`src/design/assert_macros.svh`:
```
// Assertion macros shared by the I2C write transmitter RTL.
`ifndef ASSERT_MACROS_SVH
`define ASSERT_MACROS_SVH

// Same-cycle implication, checked on every rising clk edge outside reset.
`define OIWT_ASSERT_IMPLY(label, ante, cons, msg) \
    label: assert property (@(posedge clk) disable iff (!rst_n) (ante) |-> (cons)) \
        else $error(msg);

// Next-cycle implication, checked on every rising clk edge outside reset.
`define OIWT_ASSERT_NEXT(label, ante, cons, msg) \
    label: assert property (@(posedge clk) disable iff (!rst_n) (ante) |=> (cons)) \
        else $error(msg);

`endif

```
`src/design/oiwt_pkg.sv`:
```
// Types and constants of the I2C write transmitter.
`timescale 1ns / 1ps

package oiwt_pkg;

    typedef logic [2:0] mode_t;
    typedef logic [7:0] byte_t;
    typedef logic [1:0] cfg_index_t;

    // Request codes carried on the mode field
    localparam mode_t MODE_TICK   = 3'd0;
    localparam mode_t MODE_CMD    = 3'd1;
    localparam mode_t MODE_DATA   = 3'd2;
    localparam mode_t MODE_PAGE   = 3'd3;
    localparam mode_t MODE_COLUMN = 3'd4;

    // Configuration register indexes
    localparam cfg_index_t CFG_SLAVE_ADDR = 2'd0;
    localparam cfg_index_t CFG_COL_OFFSET = 2'd1;

    localparam byte_t SLAVE_ADDR_RESET = 8'h78;
    localparam byte_t COL_OFFSET_RESET = 8'h02;

    // Control bytes and command prefixes of the display controller
    localparam byte_t CTRL_CMD      = 8'h00;
    localparam byte_t CTRL_DATA     = 8'h40;
    localparam byte_t CMD_COL_HIGH  = 8'h10;
    localparam byte_t CMD_PAGE      = 8'hB0;
    localparam byte_t NIBBLE_MASK   = 8'h0F;

endpackage

```
`src/design/oled_i2c_write_transmitter.sv`:
```
// Top level of the write-only I2C transmitter for an OLED display controller.
`timescale 1ns / 1ps

// Write-only I2C master for an OLED display controller, paced by the request
// stream: a tick request in a transaction changes at most one SCL/SDA pin and
// an idle tick does nothing; a command, data, set page or set column request
// opens a new transaction, taken only while no transaction or queued command
// remains (else accepted low and no effect). A transaction is a start, the
// address byte, a control byte (0x00 command, 0x40 data), the payload byte
// and a stop, each byte MSB first with an unsampled ACK clock: 94 ticks in
// all. Set column sends two command transactions, the second held in a
// one-entry queue. Every request yields one result holding the pin levels,
// busy flag and accepted flag after that request. Throughput is one request
// per clock: the whole pin sequencer step is one pass of logic between the
// state registers and the result register, and a new request is taken
// whenever the result register is empty or being drained in the same cycle.
// The result appears in the cycle after its request is taken. Configuration
// writes are registered and must only be issued while the block is idle.
module oled_i2c_write_transmitter (
    input  logic                 clk,
    input  logic                 rst_n,
    // request channel
    input  logic                 in_valid,
    output logic                 in_ready,
    input  oiwt_pkg::mode_t      mode,
    input  oiwt_pkg::byte_t      value,
    // result channel
    output logic                 out_valid,
    input  logic                 out_ready,
    output logic                 clock_line,
    output logic                 data_line,
    output logic                 busy_res,
    output logic                 accepted,
    // configuration write port
    input  logic                 cfg_we,
    input  oiwt_pkg::cfg_index_t cfg_index,
    input  oiwt_pkg::byte_t      cfg_data
);

    import oiwt_pkg::*;

`include "assert_macros.svh"

    // Sequencer phases
    localparam logic [2:0] PH_IDLE  = 3'd0;
    localparam logic [2:0] PH_START = 3'd1;
    localparam logic [2:0] PH_BIT   = 3'd2;
    localparam logic [2:0] PH_ACK   = 3'd3;
    localparam logic [2:0] PH_STOPA = 3'd4;
    localparam logic [2:0] PH_STOPB = 3'd5;

    localparam logic [1:0] LAST_STEP  = 2'd3;
    localparam logic [1:0] LAST_BYTE  = 2'd2;
    localparam logic [3:0] BITS_BYTE  = 4'd8;

    // Configuration registers
    byte_t slave_addr_reg;
    byte_t col_offset_reg;

    // Sequencer state
    logic [2:0] phase_reg,     phase_next;
    logic [1:0] step_reg,      step_next;
    logic [3:0] bit_count_reg, bit_count_next;
    logic [1:0] byte_idx_reg,  byte_idx_next;
    byte_t      shift_reg,     shift_next;
    byte_t      control_reg,   control_next;
    byte_t      payload_reg,   payload_next;
    byte_t      queued_cmd_reg, queued_cmd_next;
    logic       queued_vld_reg, queued_vld_next;
    logic       scl_reg,       scl_next;
    logic       sda_reg,       sda_next;

    // Result register
    logic       out_valid_reg, out_valid_next;
    logic       accepted_reg,  accepted_next;

    logic       in_fire;
    logic       idle;
    logic [1:0] load_idx;
    logic       do_load;
    byte_t      column_sum;

    // Take a request whenever the result slot is free or drains this cycle
    assign in_ready = !out_valid_reg || out_ready;
    assign in_fire  = in_valid && in_ready;
    assign idle     = (phase_reg == PH_IDLE) && !queued_vld_reg;

    assign column_sum = value + col_offset_reg;

    // The state only moves on an accepted request, so it is the result payload
    assign out_valid  = out_valid_reg;
    assign clock_line = scl_reg;
    assign data_line  = sda_reg;
    assign busy_res   = (phase_reg != PH_IDLE) || queued_vld_reg;
    assign accepted   = accepted_reg;

    always_comb
    begin
        phase_next      = phase_reg;
        step_next       = step_reg;
        bit_count_next  = bit_count_reg;
        byte_idx_next   = byte_idx_reg;
        shift_next      = shift_reg;
        control_next    = control_reg;
        payload_next    = payload_reg;
        queued_cmd_next = queued_cmd_reg;
        queued_vld_next = queued_vld_reg;
        scl_next        = scl_reg;
        sda_next        = sda_reg;
        accepted_next   = accepted_reg;
        do_load         = 1'b0;
        load_idx        = 2'd0;

        if (in_fire)
        begin
            accepted_next = 1'b0;
            if (mode == MODE_TICK)
            begin
                case (phase_reg)
                    PH_IDLE:
                    begin
                        phase_next = PH_IDLE;
                    end
                    PH_START:
                    begin
                        case (step_reg)
                            2'd0:    sda_next = 1'b1;
                            2'd1:    scl_next = 1'b1;
                            2'd2:    sda_next = 1'b0;
                            default: scl_next = 1'b0;
                        endcase
                        if (step_reg == LAST_STEP)
                        begin
                            do_load  = 1'b1;
                            load_idx = 2'd0;
                        end
                        else
                        begin
                            step_next = step_reg + 2'd1;
                        end
                    end
                    PH_BIT:
                    begin
                        if (step_reg == 2'd0)
                        begin
                            scl_next  = 1'b0;
                            step_next = 2'd1;
                        end
                        else if (step_reg == 2'd1)
                        begin
                            // present the MSB, then shift it out
                            sda_next   = shift_reg[7];
                            shift_next = {shift_reg[6:0], 1'b0};
                            step_next  = 2'd2;
                        end
                        else
                        begin
                            scl_next       = 1'b1;
                            step_next      = 2'd0;
                            bit_count_next = bit_count_reg + 4'd1;
                            if (bit_count_next >= BITS_BYTE)
                            begin
                                bit_count_next = 4'd0;
                                phase_next     = PH_ACK;
                            end
                        end
                    end
                    PH_ACK:
                    begin
                        case (step_reg)
                            2'd0:    scl_next = 1'b0;
                            2'd1:    sda_next = 1'b1;
                            2'd2:    scl_next = 1'b1;
                            default: scl_next = 1'b0;
                        endcase
                        if (step_reg == LAST_STEP)
                        begin
                            if (byte_idx_reg >= LAST_BYTE)
                            begin
                                phase_next = PH_STOPA;
                                step_next  = 2'd0;
                            end
                            else
                            begin
                                do_load  = 1'b1;
                                load_idx = byte_idx_reg + 2'd1;
                            end
                        end
                        else
                        begin
                            step_next = step_reg + 2'd1;
                        end
                    end
                    PH_STOPA:
                    begin
                        case (step_reg)
                            2'd0:    sda_next = 1'b0;
                            2'd1:    scl_next = 1'b1;
                            2'd2:    sda_next = 1'b1;
                            default: scl_next = 1'b1;
                        endcase
                        if (step_reg == LAST_STEP)
                        begin
                            phase_next = PH_STOPB;
                            step_next  = 2'd0;
                        end
                        else
                        begin
                            step_next = step_reg + 2'd1;
                        end
                    end
                    PH_STOPB:
                    begin
                        if (step_reg == 2'd0)
                        begin
                            scl_next  = 1'b0;
                            step_next = 2'd1;
                        end
                        else
                        begin
                            sda_next      = 1'b0;
                            step_next     = 2'd0;
                            byte_idx_next = 2'd0;
                            phase_next    = PH_IDLE;
                            // launch the queued second column command
                            if (queued_vld_reg)
                            begin
                                queued_vld_next = 1'b0;
                                control_next    = CTRL_CMD;
                                payload_next    = queued_cmd_reg;
                                phase_next      = PH_START;
                                bit_count_next  = 4'd0;
                            end
                        end
                    end
                    default:
                    begin
                        phase_next = PH_IDLE;
                    end
                endcase
            end
            else if ((mode inside {[MODE_CMD:MODE_COLUMN]}) && idle)
            begin
                accepted_next  = 1'b1;
                phase_next     = PH_START;
                step_next      = 2'd0;
                bit_count_next = 4'd0;
                byte_idx_next  = 2'd0;
                control_next   = CTRL_CMD;
                case (mode)
                    MODE_CMD:
                    begin
                        payload_next = value;
                    end
                    MODE_DATA:
                    begin
                        control_next = CTRL_DATA;
                        payload_next = value;
                    end
                    MODE_PAGE:
                    begin
                        payload_next = CMD_PAGE | (value & NIBBLE_MASK);
                    end
                    default:
                    begin
                        payload_next    = CMD_COL_HIGH | {4'd0, column_sum[7:4]};
                        queued_cmd_next = column_sum & NIBBLE_MASK;
                        queued_vld_next = 1'b1;
                    end
                endcase
            end
        end

        // Load the next byte into the shifter and start its bits
        if (do_load)
        begin
            byte_idx_next  = load_idx;
            bit_count_next = 4'd0;
            step_next      = 2'd0;
            phase_next     = PH_BIT;
            case (load_idx)
                2'd0:    shift_next = slave_addr_reg;
                2'd1:    shift_next = control_reg;
                default: shift_next = payload_reg;
            endcase
        end
    end

    // Hold the result until taken; refill in the same cycle it drains
    always_comb
    begin
        out_valid_next = out_valid_reg;
        if (in_fire)
        begin
            out_valid_next = 1'b1;
        end
        else if (out_ready)
        begin
            out_valid_next = 1'b0;
        end
    end

    always_ff @(posedge clk or negedge rst_n)
    begin
        if (!rst_n)
        begin
            slave_addr_reg <= SLAVE_ADDR_RESET;
            col_offset_reg <= COL_OFFSET_RESET;
            phase_reg      <= PH_IDLE;
            step_reg       <= 2'd0;
            bit_count_reg  <= 4'd0;
            byte_idx_reg   <= 2'd0;
            shift_reg      <= '0;
            control_reg    <= '0;
            payload_reg    <= '0;
            queued_cmd_reg <= '0;
            queued_vld_reg <= 1'b0;
            scl_reg        <= 1'b0;
            sda_reg        <= 1'b0;
            out_valid_reg  <= 1'b0;
            accepted_reg   <= 1'b0;
        end
        else
        begin
            // drop writes to indexes beyond the register list
            if (cfg_we && (cfg_index == CFG_SLAVE_ADDR))
            begin
                slave_addr_reg <= cfg_data;
            end
            if (cfg_we && (cfg_index == CFG_COL_OFFSET))
            begin
                col_offset_reg <= cfg_data;
            end
            phase_reg      <= phase_next;
            step_reg       <= step_next;
            bit_count_reg  <= bit_count_next;
            byte_idx_reg   <= byte_idx_next;
            shift_reg      <= shift_next;
            control_reg    <= control_next;
            payload_reg    <= payload_next;
            queued_cmd_reg <= queued_cmd_next;
            queued_vld_reg <= queued_vld_next;
            scl_reg        <= scl_next;
            sda_reg        <= sda_next;
            out_valid_reg  <= out_valid_next;
            accepted_reg   <= accepted_next;
        end
    end

    `OIWT_ASSERT_IMPLY(a_queue_has_txn, queued_vld_reg, phase_reg != PH_IDLE,
        "queued command without an active transaction")
    `OIWT_ASSERT_IMPLY(a_bit_count_range, 1'b1, bit_count_reg < BITS_BYTE,
        "bit counter ran past one byte")
    `OIWT_ASSERT_IMPLY(a_accept_busy, out_valid_reg && accepted_reg, busy_res,
        "accepted request left the sequencer idle")
    `OIWT_ASSERT_NEXT(a_idle_request_taken,
        in_fire && idle && (mode == MODE_CMD || mode == MODE_DATA),
        out_valid_reg && accepted_reg && (phase_reg == PH_START),
        "request while idle was not taken")

endmodule
```
`config.mk`:
```
export PLATFORM = sky130hd
export DESIGN_NAME = oled_i2c_write_transmitter
export DESIGN_NICKNAME = d
export VERILOG_FILES = /design/src/design/oiwt_pkg.sv /design/src/design/oled_i2c_write_transmitter.sv
export VERILOG_INCLUDE_DIRS = /design/src /design/src/design
export SDC_FILE = /design/constraint.sdc
export NUM_CORES = 1
export LEC_CHECK = 0
export ABC_AREA = 1
export ABC_CLOCK_PERIOD_IN_PS = 1800
export BUFFER_PORTS_ARGS = -buffer_cell sky130_fd_sc_hd__buf_4
export CAP_MARGIN = 5
export CORE_MARGIN = 5
export CORE_UTILIZATION = 45
export CTS_BUF_LIST = sky130_fd_sc_hd__clkbuf_2 sky130_fd_sc_hd__clkbuf_4 sky130_fd_sc_hd__clkbuf_8
export CTS_CLUSTER_DIAMETER = 80
export DETAILED_ROUTE_END_ITERATION = 7
export PLACE_DENSITY_LB_ADDON = 0.2
export SLEW_MARGIN = 20
export SYNTH_ARGS = -nofsm -noshare
export SYNTH_HDL_FRONTEND = slang
export SYNTH_SLANG_ARGS = --single-unit
```
`constraint.sdc`:
```
create_clock -name clk -period 1.8 [get_ports clk]
set_input_delay 0.18 -clock clk [delete_from_list [all_inputs] [get_ports clk]]
set_output_delay 0.18 -clock clk [all_outputs]
set_load 0.02 [all_outputs]
```
==> metrics.cfg, run 1 <==
[final_layout]
fillCellCount=726
design_area_um2=3940
nets=535
fin_cells=595
diodes=0
final_util_pct=54.3
area_delta_synth_final_pct=17.5
drive_gt1_share_pct=20.2

[grt]
grt_start_max_net_pins=54
grt_pass1_vias=2936
overflow=0
track_usage_pct=18.8
antenna_found_initial=0
grt_pass1_wl_mm=13.8

[run]
maxCapViolations=0

[timing]
finalHoldViolCount=0
grt_setup_unrepaired=yes
max_freq_ghz=0.594
fin_skew_ns=0.00772
final_max_slew_viol_count=0
final-setup-viol-count=0
holdWs_ns=0.124
fin_crit_sh_pct=93.6
maxSlewHeadroom_pct=54.1
final.setup.worst_slack_ns=0.115
tightest_slew_ns=0.689
final.min_clock_period_ns=1.68

[cts]
clk_latency_ns=0.31
cts_tree=yes
clk_pin_slew_ns=0.10
cts_buffers=5
cts.sinks=53
htree_levels=2
root_buffer=clkbuf_8
clockBufferDepth=2

[pwr]
p_leak_nw=2.03
irDropWorstVdd_mv=0.445
power.density_nw_per_um2=944

[placement]
placed_area_um2=3750
place.gp.congestion=0.926
pre_cts_ws_ns=0.000450
dp_cells=584
dp_hpwl_mm=6.07
port_buffers=31

[synth]
syn-num-nets=489
yosysUniqueCellTypes=34
yosysWarnings=0
yosysTopAreaCellShare_pct=35.9
synthCells=449
ys_ff_latch=53
synth_area_per_cell_um2=7.46
synthTopCellsByArea=dfrtp_1 36%, nand2_1 16%, inv_1 5.8%, nand3_1 5.5%, o21ai_0 5.1%
synth_area_um2=3350
yosysSeqAreaShare_pct=39.8
post-synth-top-area-cell=dfrtp_1

[critical_path]
cp_data_arrival_time_ns=1.92
cp-end-kind=register
cp-start-kind=register
reg2reg_from=step_reg[0]$_DFFE_PN0P_
regToRegSetupSlack_ns=0.12
reg2reg_to=payload_reg[6]$_DFFE_PN0P_
required_ns=2.03
critPathKind=reg -> reg
worstRegToRegCells=9
crit_fanout=5

[min_path]
worstHoldStart=cfg_data[4]
min_path_cells=3
worstHoldEndpoint=slave_addr_reg[4]$_DFFE_PN1P_
hold_class=in -> reg

[detailed_routing]
top_layer_used=met4
num_vias=2984
dr_wl_met2_mm=3.83
ant_nets=0
wl_met1_mm=3.60
finalWirelength_mm=7.76
vias_per_cell=5.02
dr.first_iter.drc_count=186
drc_errors=0
avgRoutedWirePerCell_um=13.0
first_pass_iters=4
wl_met3_um=239

[floorplan]
dieArea_um2=9270
initial_core_util_pct=46.2
row_count=31
coreArea_um2=7250
die_width_um=96.3
ios=32
die_h_um=96.3

[status]
run_status=finished clean

layout by cell type, fill, tap and decap left out, types with 7 or more instances in the layout:
cell type    n
o21ai_0     33
dfrtp_1     46
inv_1       51
a21oi_1     19
nor2_1      26
o21ai_1      7
buf_4       43
ha_1        10
nand3_1     36
nand2_1    143
stage by stage:
| stage | setup TNS (ns) | power, mW |
|---|---|---|
| floorplan | 0 | 2.45 |
| global placement | 0 | 2.82 |
| detailed placement | 0 | 2.83 |
| CTS | 0 | 3.68 |
| global route | -0.0205 | 3.98 |
| finish | 0 | 3.71 |
report_power, final:
part | internal [mW] | total (mW) | switching (mW)
combinational | 0.482 | 1.19 | 0.709
clock | 0.434 | 0.854 | 0.420
sequential | 1.47 | 1.67 | 0.203
metal layers:
metal  track usage (%)  vias to the layer above
met2              31.8                       63
met3              2.81                       10
met4              4.50                        0
li1                  -                     1543
met1              25.1                     1368
met5                 0                        -
critical path: stages (launching register included):
cell     delay [ns]
dfrtp_1        0.44
inv_1          0.11
ha_2           0.24
inv_1          0.08
nand2_1        0.12
o21ai_2        0.20
inv_1          0.06
nor2_1         0.19
nand3_1        0.09
o21ai_0        0.08
how the worst max path moves through the flow:
stage,startpoint,end,depth (start not counted)
final,step_reg[0]$_DFFE_PN0P_,payload_reg[6]$_DFFE_PN0P_,9
after global routing,step_reg[0]$_DFFE_PN0P_,payload_reg[6]$_DFFE_PN0P_,9
after CTS,step_reg[0]$_DFFE_PN0P_,shift_reg[5]$_DFFE_PN0P_,10
after detailed placement,phase_reg[0]$_DFFE_PN0P_,payload_reg[1]$_DFFE_PN0P_,9
after global placement,phase_reg[0]$_DFFE_PN0P_,payload_reg[1]$_DFFE_PN0P_,9
after floorplan,out_valid$_DFFE_PN0P_,payload_reg[5]$_DFFE_PN0P_,9
Yosys cell counts:
cell,number
a211oi_1,1
a21oi_1,19
a21oi_4,1
a22oi_1,3
buf_2,1
buf_6,2
clkbuf_1,2
dfrtp_1,48
dfstp_2,5
fa_1,1
ha_1,13
inv_1,52
inv_2,4
inv_4,1
nand2_1,145
nand2_2,5
nand2_4,3
nand2_8,1
nand3_1,37
nand3_2,4
nand3b_1,5
nand4_1,6
nor2_1,28
nor2_2,1
nor2_4,6
nor2_8,1
nor3_1,2
o2111ai_1,1
o211ai_1,2
o21ai_0,34
o21ai_1,6
o21ai_2,5
xnor2_1,3
xor2_1,1
cell families (layout without fill, tap and decap cells):
group / after synthesis / in the layout / share of synthesized area, %
adder cells (fa/ha/maj): 14 / 14 / 5.45
buffers and inverters: 62 / 109 / 7.51
flip-flops: 53 / 53 / 39.8
XOR/XNOR: 4 / 4 / 1.05
AND/OR/NAND/NOR: 244 / 244 / 34.0
AO/OA/AOI/OAI: 72 / 72 / 12.2
final cells by class:
type | count | area [um^2] | share of cell area, %
flip-flops and latches | 53 | 1340 | 33.9
repair buffers | 44 | 333 | 8.46
well taps | 99 | 124 | 3.15
multi-input cells | 334 | 1810 | 46.1
clock buffers | 6 | 76.3 | 1.94
inverters | 57 | 216 | 5.50
clock inverters | 2 | 38.8 | 0.985
timing repair:
action,CTS,global route
endpoints found under the setup margin,3,27
pin swaps,0,1
hold endpoints to repair,48,0
hold buffers,1,0
setup buffers,0,2
resized for setup,1,15
Note: power is estimated with default switching activity, not from simulation.
==> run 2, diff against run 1 <==
--- a/config.mk
+++ b/config.mk
@@ -16,6 +16,7 @@
 export CTS_CLUSTER_DIAMETER = 80
 export DETAILED_ROUTE_END_ITERATION = 7
 export PLACE_DENSITY_LB_ADDON = 0.2
+export RECOVER_POWER = 25
 export SLEW_MARGIN = 20
 export SYNTH_ARGS = -nofsm -noshare
 export SYNTH_HDL_FRONTEND = slang
==> metrics.cfg, run 2 (synthesis gave the netlist of run 1 again) <==
[cts]
clk_pin_slew_ns=0.10
cts.sinks=53
root_buffer=clkbuf_8
htree_levels=2
cts_buffers=5
cts_tree=yes
clk_latency_ns=0.31
clockBufferDepth=2

[grt]
grt_pass1_wl_mm=13.8
grt_pass1_vias=2936
antenna_found_initial=0
track_usage_pct=18.8
grt_start_max_net_pins=54
overflow=0

[detailed_routing]
ant_nets=0
vias_per_cell=5.02
avgRoutedWirePerCell_um=13.0
first_pass_iters=4
finalWirelength_mm=7.75
dr.first_iter.drc_count=186
drc_errors=0
num_vias=2987

[critical_path]
crit_fanout=5
cpMostUsedCell=inv_1
cp-end-kind=register
reg2reg_from=step_reg[0]$_DFFE_PN0P_
max_stage_delay_ns=0.44
slowest_stage=dfrtp_1
regToRegSetupSlack_ns=0.11
critPathKind=reg -> reg
cp-start-kind=register
crit_path_cell_trace=inv_1 -> ha_2 -> inv_1 -> nand2_1 -> o21ai_2 -> inv_1 -> nor2_1 -> nand3_1 -> o21ai_0
required_ns=2.03
worstRegToRegCells=9
reg2reg_to=payload_reg[6]$_DFFE_PN0P_
cp_data_arrival_time_ns=1.92

[floorplan]
ios=32
initial_core_util_pct=46.2
row_count=31
die_width_um=96.3
die_h_um=96.3
coreArea_um2=7250
dieArea_um2=9270

[final_layout]
drive_gt1_share_pct=19.6
nets=535
diodes=0
seqCellArea_um2=1340
final_common_cell=nand2_1
most-common-layout-cells=143 x nand2_1, 51 x inv_1, 46 x dfrtp_1, 42 x buf_4, 36 x nand3_1
fillCellCount=726
multiInputGateArea_um2=1810
area_delta_synth_final_pct=17.5
design_area_um2=3940

[timing]
max_freq_ghz=0.593
fin_skew_ns=0.00771
tightest_slew_ns=0.679
maxSlewHeadroom_pct=54.8
holdWs_ns=0.123
fin_crit_sh_pct=93.7
final-setup-viol-count=0
tns_ns=0
final_max_slew_viol_count=0
final.min_clock_period_ns=1.69
finalHoldViolCount=0
grt_setup_unrepaired=yes
final.setup.worst_slack_ns=0.114

[pwr]
swShare_pct=35.9
p_sw_mw=1.33
p_leak_nw=2.03
power.clock.fraction_pct=23.0
pwr-share-seq_pct=44.9
pwr-share-comb_pct=32.1
p_int_mw=2.38
irDropWorstVdd_mv=0.443
power.density_nw_per_um2=943

[placement]
dp_hpwl_mm=6.07
place.gp.congestion=0.926
placed_area_um2=3750
pre_cts_ws_ns=0.000450
port_buffers=31

[min_path]
hold_class=in -> reg
worstHoldEndpoint=slave_addr_reg[4]$_DFFE_PN1P_
min_path_cells=3
worstHoldStart=cfg_data[4]

[run]
maxCapViolations=0

[status]
run_status=finished clean

-- run 2: worst max-delay path by stage --
stage / start / end / slack (ns) / depth (start not counted)
2_1_floorplan: out_valid$_DFFE_PN0P_ / payload_reg[5]$_DFFE_PN0P_ / 0.09 / 9
3_3_place_gp: phase_reg[0]$_DFFE_PN0P_ / payload_reg[1]$_DFFE_PN0P_ / 0.002 / 9
3_5_place_dp: phase_reg[0]$_DFFE_PN0P_ / payload_reg[1]$_DFFE_PN0P_ / 0.0004 / 9
4_1_cts: step_reg[0]$_DFFE_PN0P_ / shift_reg[5]$_DFFE_PN0P_ / 0.01 / 10
5_1_grt: step_reg[0]$_DFFE_PN0P_ / payload_reg[6]$_DFFE_PN0P_ / -0.02 / 9
6_report: step_reg[0]$_DFFE_PN0P_ / payload_reg[6]$_DFFE_PN0P_ / 0.11 / 9
-- run 2: repair_timing --
item	in CTS	in global routing
endpoints found under the setup margin	3	27
pin swaps	0	1
setup buffers	0	2
hold endpoints to repair	48	0
hold buffers	1	0
resized for setup	1	15
-- run 2: layout make-up --
cell class	count	area share, %
multi-input cells	334	46.1
flip-flops and latches	53	33.9
repair buffers	44	8.46
inverters	57	5.50
well taps	99	3.15
clock buffers	6	1.94
clock inverters	2	0.985
-- run 2: routing by layer --
layer  track usage, %  vias to the layer above  share of wire, %
met4             4.50                        0               1.2
met3             2.81                       10               3.1
li1                 -                     1541                 -
met2             31.8                       64                49
met1             25.1                     1372                46
met5                0                        -                 0
-- run 2: worst max-delay path, delay by kind of cell, from the launching register on --
family / cells / cell delay [ns]
AO/OA/AOI/OAI: 2 / 0.28
adder cells (fa/ha/maj): 1 / 0.24
buffers and inverters: 3 / 0.25
flip-flops: 1 / 0.44
AND/OR/NAND/NOR: 3 / 0.40
-- run 2: power groups by stage --
stage,combinational [mW],clock (mW),sequential (mW)
2_1_floorplan,0.812,0,1.64
3_3_place_gp,1.14,0,1.68
3_5_place_dp,1.14,0,1.68
4_1_cts,1.15,0.864,1.66
5_1_grt,1.36,0.912,1.70
6_report,1.19,0.855,1.67
-- run 2: metrics by stage --
step,utilization (%),power (mW),std cells
after detailed placement,51.6,2.83,584
after global placement,51.6,2.82,584
after global routing,54.3,3.97,595
after floorplan,-,2.45,449
final,54.3,3.71,595
after CTS,53.4,3.68,593
==> run 3, diff against run 2 <==
--- a/config.mk
+++ b/config.mk
@@ -10,7 +10,6 @@
 export ABC_CLOCK_PERIOD_IN_PS = 1800
 export BUFFER_PORTS_ARGS = -buffer_cell sky130_fd_sc_hd__buf_4
 export CAP_MARGIN = 5
-export CORE_MARGIN = 5
 export CORE_UTILIZATION = 45
 export CTS_BUF_LIST = sky130_fd_sc_hd__clkbuf_2 sky130_fd_sc_hd__clkbuf_4 sky130_fd_sc_hd__clkbuf_8
 export CTS_CLUSTER_DIAMETER = 80
==> metrics.cfg, run 3 (synthesis gave the netlist of run 1 again) <==
[grt]
grt_start_max_net_pins=54
grt_pass1_wl_mm=12.8
antenna_found_initial=0
overflow=0
track_usage_pct=21.2
grt_pass1_vias=2812

[floorplan]
row_count=31
dieArea_um2=7790
die_h_um=88.3
die_width_um=88.3
coreArea_um2=7210
initial_core_util_pct=46.4
ios=32

[detailed_routing]
first_pass_iters=4
finalWirelength_mm=7.57
vias_per_cell=5.03
avgRoutedWirePerCell_um=12.8
ant_nets=0
drc_errors=0
dr.first_iter.drc_count=142
num_vias=2984

[pwr]
pwr-share-seq_pct=47.0
power.density_nw_per_um2=907
irDropWorstVdd_mv=0.419
power.clock.fraction_pct=20.0
swShare_pct=37.5
pwr-share-comb_pct=33.0
p_leak_nw=2.00
p_sw_mw=1.32
p_int_mw=2.21

[timing]
final.min_clock_period_ns=1.68
final-setup-viol-count=0
final_max_slew_viol_count=0
grt_setup_unrepaired=yes
max_freq_ghz=0.594
final.setup.worst_slack_ns=0.116
maxSlewHeadroom_pct=53.9
finalHoldViolCount=0
fin_skew_ns=0.00718
tightest_slew_ns=0.691
fin_crit_sh_pct=93.5
holdWs_ns=0.122

[final_layout]
final_util_pct=54.0
diodes=0
fillCellCount=739
nets=533
design_area_um2=3890
fin_cells=593
final_common_cell=nand2_1
area_delta_synth_final_pct=16.3
most-common-layout-cells=143 x nand2_1, 51 x inv_1, 46 x dfrtp_1, 40 x buf_4, 35 x nand3_1
drive_gt1_share_pct=19.0

[min_path]
hold_class=in -> reg

[cts]
cts_tree=yes
cts_buffers=5
clockBufferDepth=2
clk_latency_ns=0.31
htree_levels=2
cts.sinks=53
clk_pin_slew_ns=0.10
root_buffer=clkbuf_8

[critical_path]
crit_fanout=7
cp_data_arrival_time_ns=1.89
path_buf_inv=2
cp-start-kind=register
slowest_stage=dfrtp_1
cp-end-kind=register
max_stage_delay_ns=0.44
critical_path.top_delay_family=simple AND/OR/NAND/NOR gates
crit_path_cell_trace=buf_4 -> ha_1 -> nor2_1 -> inv_1 -> nand2_1 -> nand3_1 -> nand3_1 -> nand3_2 -> nand2_1 -> o21ai_1
required_ns=2.01
critPathKind=reg -> reg

[placement]
placed_area_um2=3720
port_buffers=31
dp_hpwl_mm=5.92
dp_cells=580
pre_cts_ws_ns=0.0208
place.gp.congestion=0.890

[run]
maxCapViolations=0

[status]
run_status=finished clean

-- run 3: cell types whose count changed in the layout (fill, tap and decap cells not counted), sizes merged --
cell / change
buf: -2
bufinv: -1
clkinvlp: +1
clkbuf: -1
inv: +1
-- run 3: repair_timing --
| item | in CTS | in global routing |
|---|---|---|
| pin swaps | 0 | 2 |
| hold buffers | 1 | 0 |
| hold endpoints to repair | 48 | 0 |
| gates cloned | 0 | 0 |
| setup buffers | 1 | 3 |
| endpoints found under the setup margin | 1 | 28 |
| resized for setup | 0 | 14 |
-- run 3: routing by layer --
metal  vias up  share of wire (%)  GRT usage [%]
met5         -                  0              0
met4         0                1.3           4.55
met3        10                3.1           3.45
met2        67                 49           38.0
met1      1374                 46           26.9
li1       1533                  -              -
-- run 3: through the flow --
step                      power (mW)  setup TNS (ns)
after floorplan                 2.45               0
after CTS                       3.54               0
after global routing            3.79        -0.00912
final                           3.53               0
after detailed placement        2.81               0
after global placement          2.79               0
-- run 3: worst register-to-register path: stages, from the launching register on --
cell,delay [ns]
dfrtp_1,0.44
buf_4,0.16
ha_1,0.25
nor2_1,0.14
inv_1,0.05
nand2_1,0.07
nand3_1,0.08
nand3_1,0.09
nand3_2,0.13
nand2_1,0.10
o21ai_1,0.06
-- run 3: final cells by class --
cell class | count | area, um^2 | area share (%)
clock buffer | 5 | 68.8 | 1.77
clock inverter | 3 | 25.0 | 0.642
inverter | 57 | 216 | 5.56
multi-input combinational | 334 | 1810 | 46.4
sequential | 53 | 1340 | 34.3
tap | 99 | 124 | 3.18
timing repair buffer | 42 | 318 | 8.16
-- run 3: final timing paths --
check                                           start                             to  slack, ns  cells after the start
max in group asynchronous                       rst_n       phase_reg[0]$_DFFE_PN0P_       0.87                      2
min reg2reg                payload_reg[3]$_DFFE_PN0P_     payload_reg[3]$_DFFE_PN0P_       0.49                      2
max reg2reg                   step_reg[0]$_DFFE_PN0P_   bit_count_reg[2]$_DFFE_PN0P_       0.12                     10
min                                       cfg_data[5]  slave_addr_reg[5]$_DFFE_PN1P_       0.12                      3
max                           step_reg[0]$_DFFE_PN0P_   bit_count_reg[2]$_DFFE_PN0P_       0.12                     10
min in group asynchronous                       rst_n   bit_count_reg[1]$_DFFE_PN0P_       0.45                      2
-- run 3: power groups by stage --
stage / clock, mW / sequential [mW] / combinational, mW
6_report: 0.706 / 1.66 / 1.17
5_1_grt: 0.779 / 1.69 / 1.32
4_1_cts: 0.728 / 1.66 / 1.14
3_5_place_dp: 0 / 1.69 / 1.12
3_3_place_gp: 0 / 1.68 / 1.10
2_1_floorplan: 0 / 1.64 / 0.812
